==> src/rtl/core/tiag_pkg.sv <==
`default_nettype none
package tiag_pkg;

    // Fixed field widths
    localparam int K_W       = 13;  // block length / address
    localparam int P_W       = 9;   // prime, column and residue values
    localparam int G_W       = 5;   // primitive root
    localparam int ROW_W     = 5;   // row count / row number
    localparam int CNT_W     = 14;  // matrix position count (R*C)
    localparam int TBL_IDX_W = 7;
    localparam int TBL_SIZE  = 77;

    // Defaults for the top-level parameters
    localparam int MAX_ROWS_DEF      = 20;
    localparam int MAX_LENGTH_DEF    = 5120;
    localparam int PRIME_ENTRIES_DEF = 76;

    localparam logic [K_W-1:0] LEN_MIN     = 13'd40;
    localparam logic [K_W-1:0] RESET_LEN   = 13'd40;
    localparam logic [K_W-1:0] R5_BELOW    = 13'd160;
    localparam logic [K_W-1:0] R10_MAX     = 13'd200;
    localparam logic [K_W-1:0] SPEC_LO     = 13'd481;
    localparam logic [K_W-1:0] SPEC_HI     = 13'd530;
    localparam logic [K_W-1:0] PATB_LO1    = 13'd2281;
    localparam logic [K_W-1:0] PATB_HI1    = 13'd2480;
    localparam logic [K_W-1:0] PATB_LO2    = 13'd3161;
    localparam logic [K_W-1:0] PATB_HI2    = 13'd3210;

    localparam logic [ROW_W-1:0] ROWS_5  = 5'd5;
    localparam logic [ROW_W-1:0] ROWS_10 = 5'd10;
    localparam logic [ROW_W-1:0] ROWS_20 = 5'd20;

    localparam logic [P_W-1:0]       SPEC_PRIME = 9'd53;
    localparam logic [TBL_IDX_W-1:0] SPEC_PIDX  = 7'd12;

    typedef enum logic [1:0] {
        PAT_A  = 2'd0,
        PAT_B  = 2'd1,
        PAT_10 = 2'd2,
        PAT_5  = 2'd3
    } t_pattern;

    localparam logic [ROW_W-1:0] PAT_A_ROWS [0:19] = '{
        5'd19, 5'd9, 5'd14, 5'd4, 5'd0, 5'd2, 5'd5, 5'd7, 5'd12, 5'd18,
        5'd10, 5'd8, 5'd13, 5'd17, 5'd3, 5'd1, 5'd16, 5'd6, 5'd15, 5'd11};
    localparam logic [ROW_W-1:0] PAT_B_ROWS [0:19] = '{
        5'd19, 5'd9, 5'd14, 5'd4, 5'd0, 5'd2, 5'd5, 5'd7, 5'd12, 5'd18,
        5'd16, 5'd13, 5'd17, 5'd15, 5'd3, 5'd1, 5'd6, 5'd11, 5'd8, 5'd10};

    localparam logic [P_W-1:0] PRIMES [0:TBL_SIZE-1] = '{
        9'd7, 9'd11, 9'd13, 9'd17, 9'd19, 9'd23, 9'd29, 9'd31, 9'd37, 9'd41,
        9'd43, 9'd47, 9'd53, 9'd59, 9'd61, 9'd67, 9'd71, 9'd73, 9'd79, 9'd83,
        9'd89, 9'd97, 9'd101, 9'd103, 9'd107, 9'd109, 9'd113, 9'd127, 9'd131, 9'd137,
        9'd139, 9'd149, 9'd151, 9'd157, 9'd163, 9'd167, 9'd173, 9'd179, 9'd181, 9'd191,
        9'd193, 9'd197, 9'd199, 9'd211, 9'd223, 9'd227, 9'd229, 9'd233, 9'd239, 9'd241,
        9'd251, 9'd257, 9'd263, 9'd269, 9'd271, 9'd277, 9'd281, 9'd283, 9'd293, 9'd307,
        9'd311, 9'd313, 9'd317, 9'd331, 9'd337, 9'd347, 9'd349, 9'd353, 9'd359, 9'd367,
        9'd373, 9'd379, 9'd383, 9'd389, 9'd397, 9'd401, 9'd409};

    localparam logic [G_W-1:0] PROOTS [0:TBL_SIZE-1] = '{
        5'd3, 5'd2, 5'd2, 5'd3, 5'd2, 5'd5, 5'd2, 5'd3, 5'd2, 5'd6,
        5'd3, 5'd5, 5'd2, 5'd2, 5'd2, 5'd2, 5'd7, 5'd5, 5'd3, 5'd2,
        5'd3, 5'd5, 5'd2, 5'd5, 5'd2, 5'd6, 5'd3, 5'd3, 5'd2, 5'd3,
        5'd2, 5'd2, 5'd6, 5'd5, 5'd2, 5'd5, 5'd2, 5'd2, 5'd2, 5'd19,
        5'd5, 5'd2, 5'd3, 5'd2, 5'd3, 5'd2, 5'd6, 5'd3, 5'd7, 5'd7,
        5'd6, 5'd3, 5'd5, 5'd2, 5'd6, 5'd5, 5'd3, 5'd3, 5'd2, 5'd5,
        5'd17, 5'd10, 5'd2, 5'd3, 5'd10, 5'd2, 5'd2, 5'd3, 5'd7, 5'd6,
        5'd2, 5'd2, 5'd5, 5'd2, 5'd5, 5'd3, 5'd21};

    // Request / response of the shared modular multiplier
    typedef struct packed {
        logic           start;
        logic [P_W-1:0] a;
        logic [P_W-1:0] b;
        logic [P_W-1:0] m;
    } t_mm_req;

    typedef struct packed {
        logic           done;
        logic [P_W-1:0] result;
    } t_mm_rsp;

    typedef struct packed {
        logic           valid;
        logic [K_W-1:0] address;
        logic           last;
        logic           length_error;
    } t_result;

    function automatic logic [P_W-1:0] prime_at(input logic [TBL_IDX_W-1:0] idx);
        logic [P_W-1:0] v;
        v = '0;
        if (idx < TBL_IDX_W'(TBL_SIZE)) v = PRIMES[idx];
        return v;
    endfunction

    function automatic logic [G_W-1:0] proot_at(input logic [TBL_IDX_W-1:0] idx);
        logic [G_W-1:0] v;
        v = '0;
        if (idx < TBL_IDX_W'(TBL_SIZE)) v = PROOTS[idx];
        return v;
    endfunction

    function automatic logic is_special(input logic [K_W-1:0] k);
        return (k >= SPEC_LO) && (k <= SPEC_HI);
    endfunction

    function automatic logic [ROW_W-1:0] rows_for(input logic [K_W-1:0] k);
        logic [ROW_W-1:0] r;
        if (k < R5_BELOW) r = ROWS_5;
        else if (k <= R10_MAX) r = ROWS_10;
        else if (is_special(k)) r = ROWS_10;
        else r = ROWS_20;
        return r;
    endfunction

    function automatic t_pattern pattern_for(input logic [K_W-1:0] k);
        t_pattern p;
        if (rows_for(k) == ROWS_5) p = PAT_5;
        else if (rows_for(k) == ROWS_10) p = PAT_10;
        else if ((k >= PATB_LO1 && k <= PATB_HI1) || (k >= PATB_LO2 && k <= PATB_HI2)) p = PAT_B;
        else p = PAT_A;
        return p;
    endfunction

    // Inter-row permutation: matrix row read at scan step j
    function automatic logic [ROW_W-1:0] pattern_row(input t_pattern pat,
                                                     input logic [ROW_W-1:0] j);
        logic [ROW_W-1:0] j10;
        logic [ROW_W-1:0] j5;
        logic [ROW_W-1:0] v;
        j10 = (j >= 5'd10) ? j - 5'd10 : j;
        j5  = (j10 >= 5'd5) ? j10 - 5'd5 : j10;
        v   = '0;
        unique case (pat)
            PAT_A: begin
                if (j < 5'd20) v = PAT_A_ROWS[j];
            end
            PAT_B: begin
                if (j < 5'd20) v = PAT_B_ROWS[j];
            end
            PAT_10: v = 5'd9 - j10;
            PAT_5:  v = 5'd4 - j5;
            default: v = '0;
        endcase
        return v;
    endfunction

endpackage
`default_nettype wire

==> src/rtl/core/tiag_ram.sv <==
`default_nettype none
module tiag_ram #(
    parameter int WIDTH = 9,
    parameter int DEPTH = 20,
    localparam int AW = (DEPTH > 1) ? $clog2(DEPTH) : 1
) (
    input  logic             i_clk,
    input  logic             i_we,
    input  logic [AW-1:0]    i_waddr,
    input  logic [WIDTH-1:0] i_wdata,
    input  logic [AW-1:0]    i_raddr,
    output logic [WIDTH-1:0] o_rdata
);
    logic [WIDTH-1:0] r_mem [DEPTH];
    logic [WIDTH-1:0] r_rdata;

    always_ff @(posedge i_clk) begin
        if (i_we) begin
            r_mem[i_waddr] <= i_wdata;
        end
        r_rdata <= r_mem[i_raddr];
    end

    assign o_rdata = r_rdata;
endmodule
`default_nettype wire

==> src/rtl/core/tiag_modmul.sv <==
`default_nettype none
// Bit-serial (a*b) mod m, one bit of b per cycle, MSB first; needs a < m.
module tiag_modmul (
    input  logic              i_clk,
    input  logic              i_rst_n,
    input  tiag_pkg::t_mm_req i_req,
    output tiag_pkg::t_mm_rsp o_rsp
);
    import tiag_pkg::*;

    localparam int BIT_W = $clog2(P_W);

    logic             r_busy;
    logic             r_done;
    logic [BIT_W-1:0] r_bit;
    logic [P_W-1:0]   r_a;
    logic [P_W-1:0]   r_b;
    logic [P_W-1:0]   r_m;
    logic [P_W-1:0]   r_acc;
    logic [P_W:0]     dbl;
    logic [P_W:0]     dbl_red;
    logic [P_W:0]     sum;
    logic [P_W:0]     n_acc;

    always_comb begin
        dbl     = {r_acc, 1'b0};
        dbl_red = (dbl >= {1'b0, r_m}) ? dbl - {1'b0, r_m} : dbl;
        sum     = dbl_red + (r_b[r_bit] ? {1'b0, r_a} : '0);
        n_acc   = (sum >= {1'b0, r_m}) ? sum - {1'b0, r_m} : sum;
    end

    always_ff @(posedge i_clk) begin
        if (!i_rst_n) begin
            r_busy <= 1'b0;
            r_done <= 1'b0;
            r_bit  <= '0;
        end else begin
            r_done <= 1'b0;
            if (i_req.start) begin
                r_busy <= 1'b1;
                r_bit  <= BIT_W'(P_W - 1);
            end else if (r_busy) begin
                if (r_bit == '0) begin
                    r_busy <= 1'b0;
                    r_done <= 1'b1;
                end else begin
                    r_bit <= r_bit - 1'b1;
                end
            end
        end
    end

    always_ff @(posedge i_clk) begin
        if (i_req.start) begin
            r_a   <= i_req.a;
            r_b   <= i_req.b;
            r_m   <= i_req.m;
            r_acc <= '0;
        end else if (r_busy) begin
            r_acc <= n_acc[P_W-1:0];
        end
    end

    assign o_rsp.done   = r_done;
    assign o_rsp.result = r_acc;
endmodule
`default_nettype wire

==> src/rtl/core/tiag_ctrl.sv <==
`default_nettype none
// Sequencer: parameter setup, root table build and column-wise matrix scan.
module tiag_ctrl #(
    parameter int MAX_ROWS      = 20,
    parameter int MAX_LENGTH    = 5120,
    parameter int PRIME_ENTRIES = 76,
    localparam int RIW = (MAX_ROWS > 1) ? $clog2(MAX_ROWS) : 1
) (
    input  logic                       i_clk,
    input  logic                       i_rst_n,
    input  logic                       i_start,
    input  logic                       i_restart,
    input  logic [tiag_pkg::K_W-1:0]   i_block_length,
    output logic                       o_idle,
    output tiag_pkg::t_result          o_res,
    input  logic                       i_res_take,
    output tiag_pkg::t_mm_req          o_mm_req,
    input  tiag_pkg::t_mm_rsp          i_mm_rsp,
    output logic [RIW-1:0]             o_raddr,
    output logic                       o_pwr_we,
    output logic [RIW-1:0]             o_pwr_waddr,
    output logic [tiag_pkg::P_W-1:0]   o_pwr_wdata,
    input  logic [tiag_pkg::P_W-1:0]   i_pwr_rdata,
    output logic                       o_root_we,
    output logic [RIW-1:0]             o_root_waddr,
    output logic [tiag_pkg::P_W-1:0]   o_root_wdata,
    input  logic [tiag_pkg::P_W-1:0]   i_root_rdata
);
    import tiag_pkg::*;

    localparam int LIM = (PRIME_ENTRIES > TBL_SIZE) ? TBL_SIZE :
                         ((PRIME_ENTRIES < 1) ? 1 : PRIME_ENTRIES);
    localparam logic [TBL_IDX_W-1:0] LIM_LAST = TBL_IDX_W'(LIM - 1);
    localparam logic [TBL_IDX_W-1:0] LIM_END  = TBL_IDX_W'(LIM);

    typedef enum logic [9:0] {
        S_IDLE     = 10'b00_0000_0001,
        S_PSEARCH  = 10'b00_0000_0010,
        S_ROOT_SEL = 10'b00_0000_0100,
        S_DIV_WAIT = 10'b00_0000_1000,
        S_POW_SEL  = 10'b00_0001_0000,
        S_POW_WAIT = 10'b00_0010_0000,
        S_SCAN     = 10'b00_0100_0000,
        S_SCAN_RD  = 10'b00_1000_0000,
        S_SCAN_MUL = 10'b01_0000_0000,
        S_DONE     = 10'b10_0000_0000
    } t_state;

    t_state               r_state, n_state;
    logic [K_W-1:0]       r_k, n_k;
    logic [ROW_W-1:0]     r_rows, n_rows;
    logic [P_W-1:0]       r_prime, n_prime;
    logic [P_W-1:0]       r_cols, n_cols;
    t_pattern             r_pat, n_pat;
    logic [P_W-1:0]       r_col, n_col;
    logic [RIW-1:0]       r_row, n_row;
    logic [K_W-1:0]       r_emit, n_emit;
    logic [MAX_ROWS-1:0]  r_pwr_valid, n_pwr_valid;
    logic [TBL_IDX_W-1:0] r_pidx, n_pidx;
    logic [TBL_IDX_W-1:0] r_j, n_j;
    logic [ROW_W-1:0]     r_n, n_n;
    logic [P_W-1:0]       r_e, n_e;
    logic [P_W-1:0]       r_v, n_v;
    logic [G_W-1:0]       r_g, n_g;
    logic [CNT_W-1:0]     r_cnt, n_cnt;
    logic [K_W-1:0]       r_idx, n_idx;
    logic                 r_hit, n_hit;
    logic [K_W-1:0]       r_res_addr, n_res_addr;
    logic                 r_res_last, n_res_last;
    logic                 r_bad, n_bad;

    logic                 cfg_bad;
    logic                 do_rewind;
    logic [P_W-1:0]       ps_prime;
    logic [CNT_W-1:0]     ps_prod;
    logic [CNT_W-1:0]     ps_rp;
    logic [CNT_W-1:0]     ps_rpm;
    logic [CNT_W-1:0]     limit;
    logic [P_W-1:0]       pw;
    logic [P_W-1:0]       col_i;
    logic [ROW_W-1:0]     prow;
    logic                 exch;
    logic [CNT_W-1:0]     idx;
    t_mm_req              mm_req;

    assign cfg_bad = (i_block_length < LEN_MIN) ||
                     (i_block_length > K_W'(MAX_LENGTH)) ||
                     (rows_for(i_block_length) > ROW_W'(MAX_ROWS));

    assign ps_prime = prime_at(r_pidx);
    assign ps_prod  = CNT_W'(r_rows) * CNT_W'(ps_prime + 9'd1);
    assign ps_rp    = CNT_W'(r_rows) * CNT_W'(ps_prime);
    assign ps_rpm   = CNT_W'(r_rows) * CNT_W'(ps_prime - 9'd1);
    assign limit    = CNT_W'(r_rows) * CNT_W'(r_cols);

    // In-row column for the position being scanned
    always_comb begin
        pw    = r_pwr_valid[r_row] ? i_pwr_rdata : 9'd1;
        prow  = pattern_row(r_pat, ROW_W'(r_row));
        exch  = (prow == r_rows - 5'd1) &&
                (CNT_W'(r_k) == CNT_W'(r_rows) * CNT_W'(r_prime + 9'd1));
        col_i = (r_cols == r_prime - 9'd1) ? pw - 9'd1 : pw;
        if (r_col == r_prime - 9'd1) col_i = '0;
        if (r_col == r_prime) col_i = r_prime;
        if (exch) begin
            if (r_col == r_prime) col_i = 9'd1;
            if (r_col == '0) col_i = r_prime;
        end
        idx = CNT_W'(prow) * CNT_W'(r_cols) + CNT_W'(col_i);
    end

    always_comb begin
        n_state     = r_state;
        n_k         = r_k;
        n_rows      = r_rows;
        n_prime     = r_prime;
        n_cols      = r_cols;
        n_pat       = r_pat;
        n_col       = r_col;
        n_row       = r_row;
        n_emit      = r_emit;
        n_pwr_valid = r_pwr_valid;
        n_pidx      = r_pidx;
        n_j         = r_j;
        n_n         = r_n;
        n_e         = r_e;
        n_v         = r_v;
        n_g         = r_g;
        n_cnt       = r_cnt;
        n_idx       = r_idx;
        n_hit       = r_hit;
        n_res_addr  = r_res_addr;
        n_res_last  = r_res_last;
        n_bad       = r_bad;
        do_rewind   = 1'b0;
        mm_req      = '0;
        o_pwr_we    = 1'b0;
        o_root_we   = 1'b0;
        o_root_wdata = r_v;

        unique case (r_state)
            S_IDLE: begin
                if (i_start) begin
                    n_bad = cfg_bad;
                    if (i_restart || r_rows == '0) begin
                        if (cfg_bad) begin
                            n_rows     = '0;
                            n_res_addr = '0;
                            n_res_last = 1'b0;
                            n_state    = S_DONE;
                        end else begin
                            n_k    = i_block_length;
                            n_rows = rows_for(i_block_length);
                            n_pat  = pattern_for(i_block_length);
                            n_j    = '0;
                            n_n    = '0;
                            n_e    = 9'd1;
                            n_pidx = '0;
                            if (is_special(i_block_length)) begin
                                n_prime = SPEC_PRIME;
                                n_cols  = SPEC_PRIME;
                                n_g     = proot_at(SPEC_PIDX);
                                n_v     = P_W'(proot_at(SPEC_PIDX));
                                n_state = S_ROOT_SEL;
                            end else begin
                                n_state = S_PSEARCH;
                            end
                        end
                    end else begin
                        do_rewind = (r_emit >= r_k);
                        n_cnt     = '0;
                        n_state   = S_SCAN;
                    end
                end
            end

            // smallest table prime with (p+1)*R >= K, else the last allowed table entry
            S_PSEARCH: begin
                if (ps_prod >= CNT_W'(r_k) || r_pidx == LIM_LAST) begin
                    n_prime = ps_prime;
                    if (ps_rp < CNT_W'(r_k)) n_cols = ps_prime + 9'd1;
                    else if (ps_rpm >= CNT_W'(r_k)) n_cols = ps_prime - 9'd1;
                    else n_cols = ps_prime;
                    n_g     = proot_at(r_pidx);
                    n_v     = P_W'(proot_at(r_pidx));
                    n_state = S_ROOT_SEL;
                end else begin
                    n_pidx = r_pidx + 1'b1;
                end
            end

            // root of row n is g^q(n) mod p; q(0) = 1, then table primes
            // that do not divide p-1
            S_ROOT_SEL: begin
                if (r_n >= r_rows) begin
                    do_rewind = 1'b1;
                    n_cnt     = '0;
                    n_state   = S_SCAN;
                end else if (r_n == '0) begin
                    o_root_we    = 1'b1;
                    o_root_wdata = r_v;
                    n_n          = r_n + 1'b1;
                end else if (r_j >= LIM_END) begin
                    o_root_we    = 1'b1;
                    o_root_wdata = P_W'(r_g);
                    n_n          = r_n + 1'b1;
                end else begin
                    mm_req.start = 1'b1;
                    mm_req.a     = 9'd1;
                    mm_req.b     = r_prime - 9'd1;
                    mm_req.m     = prime_at(r_j);
                    n_state      = S_DIV_WAIT;
                end
            end

            S_DIV_WAIT: begin
                if (i_mm_rsp.done) begin
                    if (i_mm_rsp.result == '0) begin
                        n_j     = r_j + 1'b1;
                        n_state = S_ROOT_SEL;
                    end else begin
                        n_state = S_POW_SEL;
                    end
                end
            end

            S_POW_SEL: begin
                if (r_e == prime_at(r_j)) begin
                    o_root_we    = 1'b1;
                    o_root_wdata = r_v;
                    n_n          = r_n + 1'b1;
                    n_j          = r_j + 1'b1;
                    n_state      = S_ROOT_SEL;
                end else begin
                    mm_req.start = 1'b1;
                    mm_req.a     = r_v;
                    mm_req.b     = P_W'(r_g);
                    mm_req.m     = r_prime;
                    n_state      = S_POW_WAIT;
                end
            end

            S_POW_WAIT: begin
                if (i_mm_rsp.done) begin
                    n_v     = i_mm_rsp.result;
                    n_e     = r_e + 9'd1;
                    n_state = S_POW_SEL;
                end
            end

            S_SCAN: begin
                if (r_cnt >= limit) begin
                    n_res_addr = '0;
                    n_res_last = 1'b0;
                    n_state    = S_DONE;
                end else begin
                    do_rewind = (r_col >= r_cols);
                    n_state   = S_SCAN_RD;
                end
            end

            S_SCAN_RD: begin
                n_idx        = idx[K_W-1:0];
                n_hit        = idx < CNT_W'(r_k);
                mm_req.start = 1'b1;
                mm_req.a     = pw;
                mm_req.b     = i_root_rdata;
                mm_req.m     = r_prime;
                n_state      = S_SCAN_MUL;
            end

            S_SCAN_MUL: begin
                if (i_mm_rsp.done) begin
                    o_pwr_we           = 1'b1;
                    n_pwr_valid[r_row] = 1'b1;
                    n_cnt              = r_cnt + 1'b1;
                    if (ROW_W'(r_row) + 5'd1 >= r_rows) begin
                        n_row = '0;
                        n_col = r_col + 9'd1;
                    end else begin
                        n_row = r_row + 1'b1;
                    end
                    if (r_hit) begin
                        n_emit     = r_emit + 1'b1;
                        n_res_addr = r_idx;
                        n_res_last = (r_emit + 1'b1 == r_k);
                        n_state    = S_DONE;
                    end else begin
                        n_state = S_SCAN;
                    end
                end
            end

            S_DONE: begin
                if (i_res_take) n_state = S_IDLE;
            end

            default: n_state = S_IDLE;
        endcase

        if (do_rewind) begin
            n_pwr_valid = '0;
            n_col       = '0;
            n_row       = '0;
            n_emit      = '0;
        end
    end

    always_ff @(posedge i_clk) begin
        if (!i_rst_n) begin
            r_state     <= S_IDLE;
            r_k         <= '0;
            r_rows      <= '0;
            r_prime     <= '0;
            r_cols      <= '0;
            r_pat       <= PAT_A;
            r_col       <= '0;
            r_row       <= '0;
            r_emit      <= '0;
            r_pwr_valid <= '0;
        end else begin
            r_state     <= n_state;
            r_k         <= n_k;
            r_rows      <= n_rows;
            r_prime     <= n_prime;
            r_cols      <= n_cols;
            r_pat       <= n_pat;
            r_col       <= n_col;
            r_row       <= n_row;
            r_emit      <= n_emit;
            r_pwr_valid <= n_pwr_valid;
        end
    end

    always_ff @(posedge i_clk) begin
        r_pidx     <= n_pidx;
        r_j        <= n_j;
        r_n        <= n_n;
        r_e        <= n_e;
        r_v        <= n_v;
        r_g        <= n_g;
        r_cnt      <= n_cnt;
        r_idx      <= n_idx;
        r_hit      <= n_hit;
        r_res_addr <= n_res_addr;
        r_res_last <= n_res_last;
        r_bad      <= n_bad;
    end

    // after a rewind the read must hit row 0
    assign o_raddr      = (r_col >= r_cols) ? '0 : r_row;
    assign o_pwr_waddr  = r_row;
    assign o_pwr_wdata  = i_mm_rsp.result;
    assign o_root_waddr = r_n[RIW-1:0];
    assign o_mm_req     = mm_req;
    assign o_idle       = (r_state == S_IDLE);

    assign o_res.valid        = (r_state == S_DONE);
    assign o_res.address      = r_res_addr;
    assign o_res.last         = r_res_last;
    assign o_res.length_error = r_bad;
endmodule
`default_nettype wire

==> src/rtl/core/turbo_interleaver_address_generator.sv <==
// Each result follows a scan of matrix positions (the hit plus any pruned ones); each position
//   is a RAM read of the power and root rows followed by a bit-serial modular multiply.
// After a restart, setup adds a prime search over up to 76 table entries, then a
//   divisibility test per table prime tested and a root multiply step per exponent increment.
// One transaction in work at a time; the next is taken while a result waits in the output reg.
// Reset (synchronous, active low): no parameters, block_length = 40, no result pending.
`default_nettype none
module turbo_interleaver_address_generator #(
    parameter int MAX_ROWS      = tiag_pkg::MAX_ROWS_DEF,
    parameter int MAX_LENGTH    = tiag_pkg::MAX_LENGTH_DEF,
    parameter int PRIME_ENTRIES = tiag_pkg::PRIME_ENTRIES_DEF
) (
    input  logic                     i_clk,
    input  logic                     i_rst_n,
    // request channel
    input  logic                     i_in_valid,
    output logic                     o_in_ready,
    input  logic                     i_restart,
    // result channel
    output logic                     o_out_valid,
    input  logic                     i_out_ready,
    output logic [tiag_pkg::K_W-1:0] o_address,
    output logic                     o_last,
    output logic                     o_length_error,
    // configuration write channel
    input  logic                     i_cfg_valid,
    output logic                     o_cfg_ready,
    input  logic [tiag_pkg::K_W-1:0] i_cfg_block_length
);
    import tiag_pkg::*;

    localparam int RIW = (MAX_ROWS > 1) ? $clog2(MAX_ROWS) : 1;

    logic [K_W-1:0] r_block_length;
    logic           r_out_valid;
    logic [K_W-1:0] r_address;
    logic           r_last;
    logic           r_length_error;

    t_result        res;
    logic           res_take;
    logic           ctrl_idle;
    t_mm_req        mm_req;
    t_mm_rsp        mm_rsp;
    logic [RIW-1:0] raddr;
    logic           pwr_we;
    logic [RIW-1:0] pwr_waddr;
    logic [P_W-1:0] pwr_wdata;
    logic [P_W-1:0] pwr_rdata;
    logic           root_we;
    logic [RIW-1:0] root_waddr;
    logic [P_W-1:0] root_wdata;
    logic [P_W-1:0] root_rdata;

    // Configuration: a plain register, always writable.
    assign o_cfg_ready = 1'b1;

    always_ff @(posedge i_clk) begin
        if (!i_rst_n) begin
            r_block_length <= RESET_LEN;
        end else if (i_cfg_valid) begin
            r_block_length <= i_cfg_block_length;
        end
    end

    // Requests are taken whenever the sequencer is idle.
    assign o_in_ready = ctrl_idle;

    tiag_ctrl #(
        .MAX_ROWS      (MAX_ROWS),
        .MAX_LENGTH    (MAX_LENGTH),
        .PRIME_ENTRIES (PRIME_ENTRIES)
    ) u_ctrl (
        .i_clk          (i_clk),
        .i_rst_n        (i_rst_n),
        .i_start        (i_in_valid && ctrl_idle),
        .i_restart      (i_restart),
        .i_block_length (r_block_length),
        .o_idle         (ctrl_idle),
        .o_res          (res),
        .i_res_take     (res_take),
        .o_mm_req       (mm_req),
        .i_mm_rsp       (mm_rsp),
        .o_raddr        (raddr),
        .o_pwr_we       (pwr_we),
        .o_pwr_waddr    (pwr_waddr),
        .o_pwr_wdata    (pwr_wdata),
        .i_pwr_rdata    (pwr_rdata),
        .o_root_we      (root_we),
        .o_root_waddr   (root_waddr),
        .o_root_wdata   (root_wdata),
        .i_root_rdata   (root_rdata)
    );

    // One shared bit-serial multiplier: root build, divisibility test and power update.
    tiag_modmul u_modmul (
        .i_clk   (i_clk),
        .i_rst_n (i_rst_n),
        .i_req   (mm_req),
        .o_rsp   (mm_rsp)
    );

    // Running power per row; entries not yet written since the last
    // rewind read as 1 through the sequencer's valid bits.
    tiag_ram #(
        .WIDTH (P_W),
        .DEPTH (MAX_ROWS)
    ) u_power_ram (
        .i_clk   (i_clk),
        .i_we    (pwr_we),
        .i_waddr (pwr_waddr),
        .i_wdata (pwr_wdata),
        .i_raddr (raddr),
        .o_rdata (pwr_rdata)
    );

    // Per-row multiplier root, filled during setup.
    tiag_ram #(
        .WIDTH (P_W),
        .DEPTH (MAX_ROWS)
    ) u_root_ram (
        .i_clk   (i_clk),
        .i_we    (root_we),
        .i_waddr (root_waddr),
        .i_wdata (root_wdata),
        .i_raddr (raddr),
        .o_rdata (root_rdata)
    );

    // Output register: decouples the result from the next request.
    assign res_take = res.valid && (!r_out_valid || i_out_ready);

    always_ff @(posedge i_clk) begin
        if (!i_rst_n) begin
            r_out_valid <= 1'b0;
        end else if (res_take) begin
            r_out_valid <= 1'b1;
        end else if (i_out_ready) begin
            r_out_valid <= 1'b0;
        end
    end

    always_ff @(posedge i_clk) begin
        if (res_take) begin
            r_address      <= res.address;
            r_last         <= res.last;
            r_length_error <= res.length_error;
        end
    end

    assign o_out_valid    = r_out_valid;
    assign o_address      = r_address;
    assign o_last         = r_last;
    assign o_length_error = r_length_error;
endmodule
`default_nettype wire

==> config.mk <==
export PLATFORM = sky130hd
export DESIGN_NAME = turbo_interleaver_address_generator
export DESIGN_NICKNAME = d
export VERILOG_FILES = /design/src/rtl/core/tiag_pkg.sv /design/src/rtl/core/tiag_ram.sv /design/src/rtl/core/tiag_modmul.sv /design/src/rtl/core/tiag_ctrl.sv /design/src/rtl/core/turbo_interleaver_address_generator.sv
export SDC_FILE = /design/constraint.sdc
export NUM_CORES = 2
export LEC_CHECK = 0
export BUFFER_PORTS_ARGS = -buffer_cell sky130_fd_sc_hd__buf_2
export CAP_MARGIN = 20
export CORE_ASPECT_RATIO = 0.6
export CORE_MARGIN = 5
export CORE_UTILIZATION = 45
export CTS_BUF_LIST = sky130_fd_sc_hd__clkbuf_8
export CTS_CLUSTER_DIAMETER = 50
export DETAILED_ROUTE_END_ITERATION = 7
export GPL_ROUTABILITY_DRIVEN = 1
export PLACE_DENSITY = 0.63
export SETUP_SLACK_MARGIN = 0.2
export SLEW_MARGIN = 20
export SYNTH_ARGS = -nofsm -noshare
export SYNTH_HDL_FRONTEND = slang
export SYNTH_HIERARCHICAL = 1
export SYNTH_SLANG_ARGS = --single-unit
==> constraint.sdc <==
create_clock -name i_clk -period 14.7 [get_ports i_clk]
set_clock_uncertainty 0.2 [all_clocks]
set_input_delay 2.94 -clock i_clk [delete_from_list [all_inputs] [get_ports i_clk]]
set_output_delay 2.94 -clock i_clk [all_outputs]
set_load 0.05 [all_outputs]
==> results by group <==
Outcome
  • Status: finished clean

Critical path
  • Most used cell, CP: fa_1
  • Crit-path max cell delay: between 700 and 800 ps
  • WS Path Type: reg -> reg
  • CP top delay family: adder cells
  • WP data arrival: around 12,000 ps
  • Worst Path Max Fanout: 16
  • Setup crit end kind: register
  • Worst Path Buf+Inv: 2
  • CP startpoint: u_ctrl/r_prime[0]
  • Critical Path Slowest Stage Cell: dfxtp_1
  • Critical R2R Launch: u_ctrl/r_prime[0]
  • Data required time at the worst endpoint: approximately 15,000 ps
  • Crit start category: register

Synth
  • Commonest cells post-synth: edfxtp_1 (487), nor2_1 (360), nand2_1 (321)
  • Avg Inst Size Synth: ~11 µm²
  • Post-synth top area share: between 30% and 40%
  • Post-synth EDFFs: 487
  • Syn Inst Count: between 4,000 and 5,000
  • Sequential area share after synthesis: between 40% and 50%
  • Syn Nets: about 4,500
  • Ranking of synthesized cells by area: edfxtp_1 (34%), ha_1 (9.2%), fa_1 (6.9%)
  • Post-synth top area cell: edfxtp_1
  • Most used DFF post-synth: edfxtp_1
  • Distinct cells, synth: ~120
  • Ys Warns: 6
  • Ys async rst share: 0%
  • Flip-flop and latch count after synthesis: approximately 630
  • Count leader, synth: edfxtp_1
  • Mapped cell area: between 0.04 and 0.05 mm²

Timing
  • Final Setup Violations: 0
  • Final TNS setup: 0 ps
  • Max-slew violations: 0
  • Final Hold Fails: 0
  • Relative slew slack: 18.89%
  • FMAX: 88.77 MHz
  • RSZ-0062 raised after global routing: false
  • Worst-Margin Slew: between 1000 and 1500 ps
  • Setup ws final: between 3000 and 4000 ps
  • Final period util: 76.64%
  • Final min period: around 11,000 ps

Place
  • Pre-CTS setup slack: between 3000 and 4000 ps
  • Count of port buffers added during placement: 35
  • Final GP Congestion: 0.9552
  • Dpl hpwl: about 90,000 µm
  • Cells after DPL: approximately 5,200

GRT
  • Largest net degree at the start of global routing: 64
  • Number of global-route vias before repair: 29,460
  • Grt ovf: 0
  • Initial antenna violation count: 0
  • Gr usage total: 23.67%
  • First-pass GRT wire length: roughly 190,000 µm

Routing
  • Via/cell ratio: around 6
  • Drt initial violations: between 3,000 and 4,000
  • DRT antenna net count: 0
  • DR pass1 iterations: 7
  • DR vias: between 30,000 and 40,000
  • Final wirelength: 123,000 µm
  • Drt wl/cell: around 23 µm
  • DR DRC count: 0

Clocking
  • Clock Pin Slew Worst Setup and Hold Paths: 70 ps
  • CTS Root Cell: clkbuf_8
  • Clk Latency, worst-skew pair: 790 ps
  • Post-CTS Setup Bufs: 0
  • Max clock buf depth: 3
  • H-tree Lvls: 3
  • CTS Sinks: ~630
  • CTS tree: done
  • # resized after CTS: 0
  • Hold_buf cts: 0
  • TritonCTS Buffers: 100

Die
  • DIE WIDTH: between 400 and 500 µm
  • Die ar.: about 0.1 mm²
  • Initial Util: a little under half
  • I/O pin count: 37
  • Core area: 0.09568 mm²
  • Row cnt: 88
  • Die height: between 200 and 250 µm

Layout
  • Fin cells: about 5,400
  • Layout cells sized above 1: under 10%
  • Final core utilization: between 40% and 50%
  • Area Growth Syn to Fin: 7.645%
  • Final nets: ~4,500

Power and ir drop
  • P_leak: between 15 and 20 nW
  • Peak VDD IR: between 90 and 100 µV
  • PwrDens: between 150 and 200 mW/mm²
  • Final Total Pwr: around 7.1 mW

Min path
  • Hold Crit Class: reg -> reg
  • Hold wc startpoint: u_ctrl/r_res_addr[2]

Flow run
  • Maxcap violations: 0
[per-stage QoR]
stage / hold WS (ps) / instance area (µm²)
global route: 230.3 / 46460
global placement: 206.2 / 44380
finish: 224.1 / 46460
floorplan: 200.3 / 43160
CTS: 224.5 / 46430
detailed placement: 207.7 / 44380
[layer usage]
layer  global-route usage (%)  wire (µm)  share of wire (%)  vias to the layer above
met4                    4.046       1789                1.5                        0
met1                    39.54      61670                 50                    15500
li1                         -          -                  -                    14560
met3                    7.375      14780                 12                      135
met2                    29.21      44760                 36                     1486
met5                        0          0                  0                        -
[cells in the final DEF, fill, tap and decap left out, drive strengths merged, types with 15 or more instances in the layout]
master and count:
mux2i 149, o21ai 123, dfxtp 141, and2 82
nand4 30, xnor2 150, o21a 29, fa 149
ha 317, nand3 85, o211ai 19, o311ai 24
nor3b 19, a22oi 23, a31oi 47, clkinv 44
a21o 65, nor3 70, nor4 25, nor2b 70
mux4 69, nand2 323, and3 30, nand2b 61
xor2 81, inv 345, nor2 361, buf 107
or3 19, a21oi 180, nand3b 15, a211oi 30
edfxtp 487, clkbuf 106
[logic make-up (layout without fill, tap and decap cells)]
kind of cell | Yosys count | count (layout) | share of synthesized area [%]
adder cells (fa/ha/maj) | 466 | 466 | 16.10
other | 1 | 2 | 0.008689
AND/OR/NAND/NOR | 1243 | 1243 | 14.03
buffers and inverters | 532 | 612 | 5.430
flip-flops | 628 | 628 | 40.42
XOR/XNOR | 233 | 233 | 4.827
multiplexers | 230 | 230 | 7.807
AO/OA/AOI/OAI | 716 | 716 | 11.37
[power breakdown]
part | leakage [nW] | switching (mW) | internal [mW] | total [mW]
Sequential | 5.33 | 0.178 | 2.16 | 2.34
Combinational | 11.4 | 2.12 | 1.12 | 3.24
Clock | 1.15 | 0.762 | 0.802 | 1.56
Total | 17.9 | 3.06 | 4.09 | 7.15
[worst paths after layout]
kind | endpoint | slack (ps) | cells past startpoint
min | o_address[2] | 220 | 0
min reg2reg | o_address[2] | 220 | 0
max reg2reg | u_ctrl/r_hit | 3430 | 39
max | u_ctrl/r_hit | 3430 | 39
[layout make-up]
cell class	count	area (µm²)
clock inverter	82	590.6
timing repair buffer	107	735.7
inverter	317	1190
clock buffer	106	1459
fill	8719	49220
sequential	628	17450
antenna	1	2.502
tap	1260	1577
multi-input combinational	2889	23460
[state kept, by name, indices dropped and copies added, names as in the netlist, 10 cells and up]
name                cells
r_block_length         13
u_ctrl/r_state         10
u_ctrl/r_cnt           14
u_ctrl/r_res_addr      13
o_address              13
u_ctrl/r_emit          13
u_root_ram/r_mem      180
u_ctrl/r_k             13
u_power_ram/r_mem     180
u_ctrl/r_idx           13
u_ctrl/r_pwr_valid     20
[worst register-to-register path: cells and delay by family, from the launching register on]
| family | cells | cell delay [ps] |
|---|---|---|
| flops | 1 | 730 |
| xor+xnor | 2 | 480 |
| compound gates | 13 | 2870 |
| buf+inv | 2 | 100 |
| simple gates | 12 | 2410 |
| fa+ha+maj | 10 | 4330 |
Note: power is estimated with default switching activity, not from simulation.
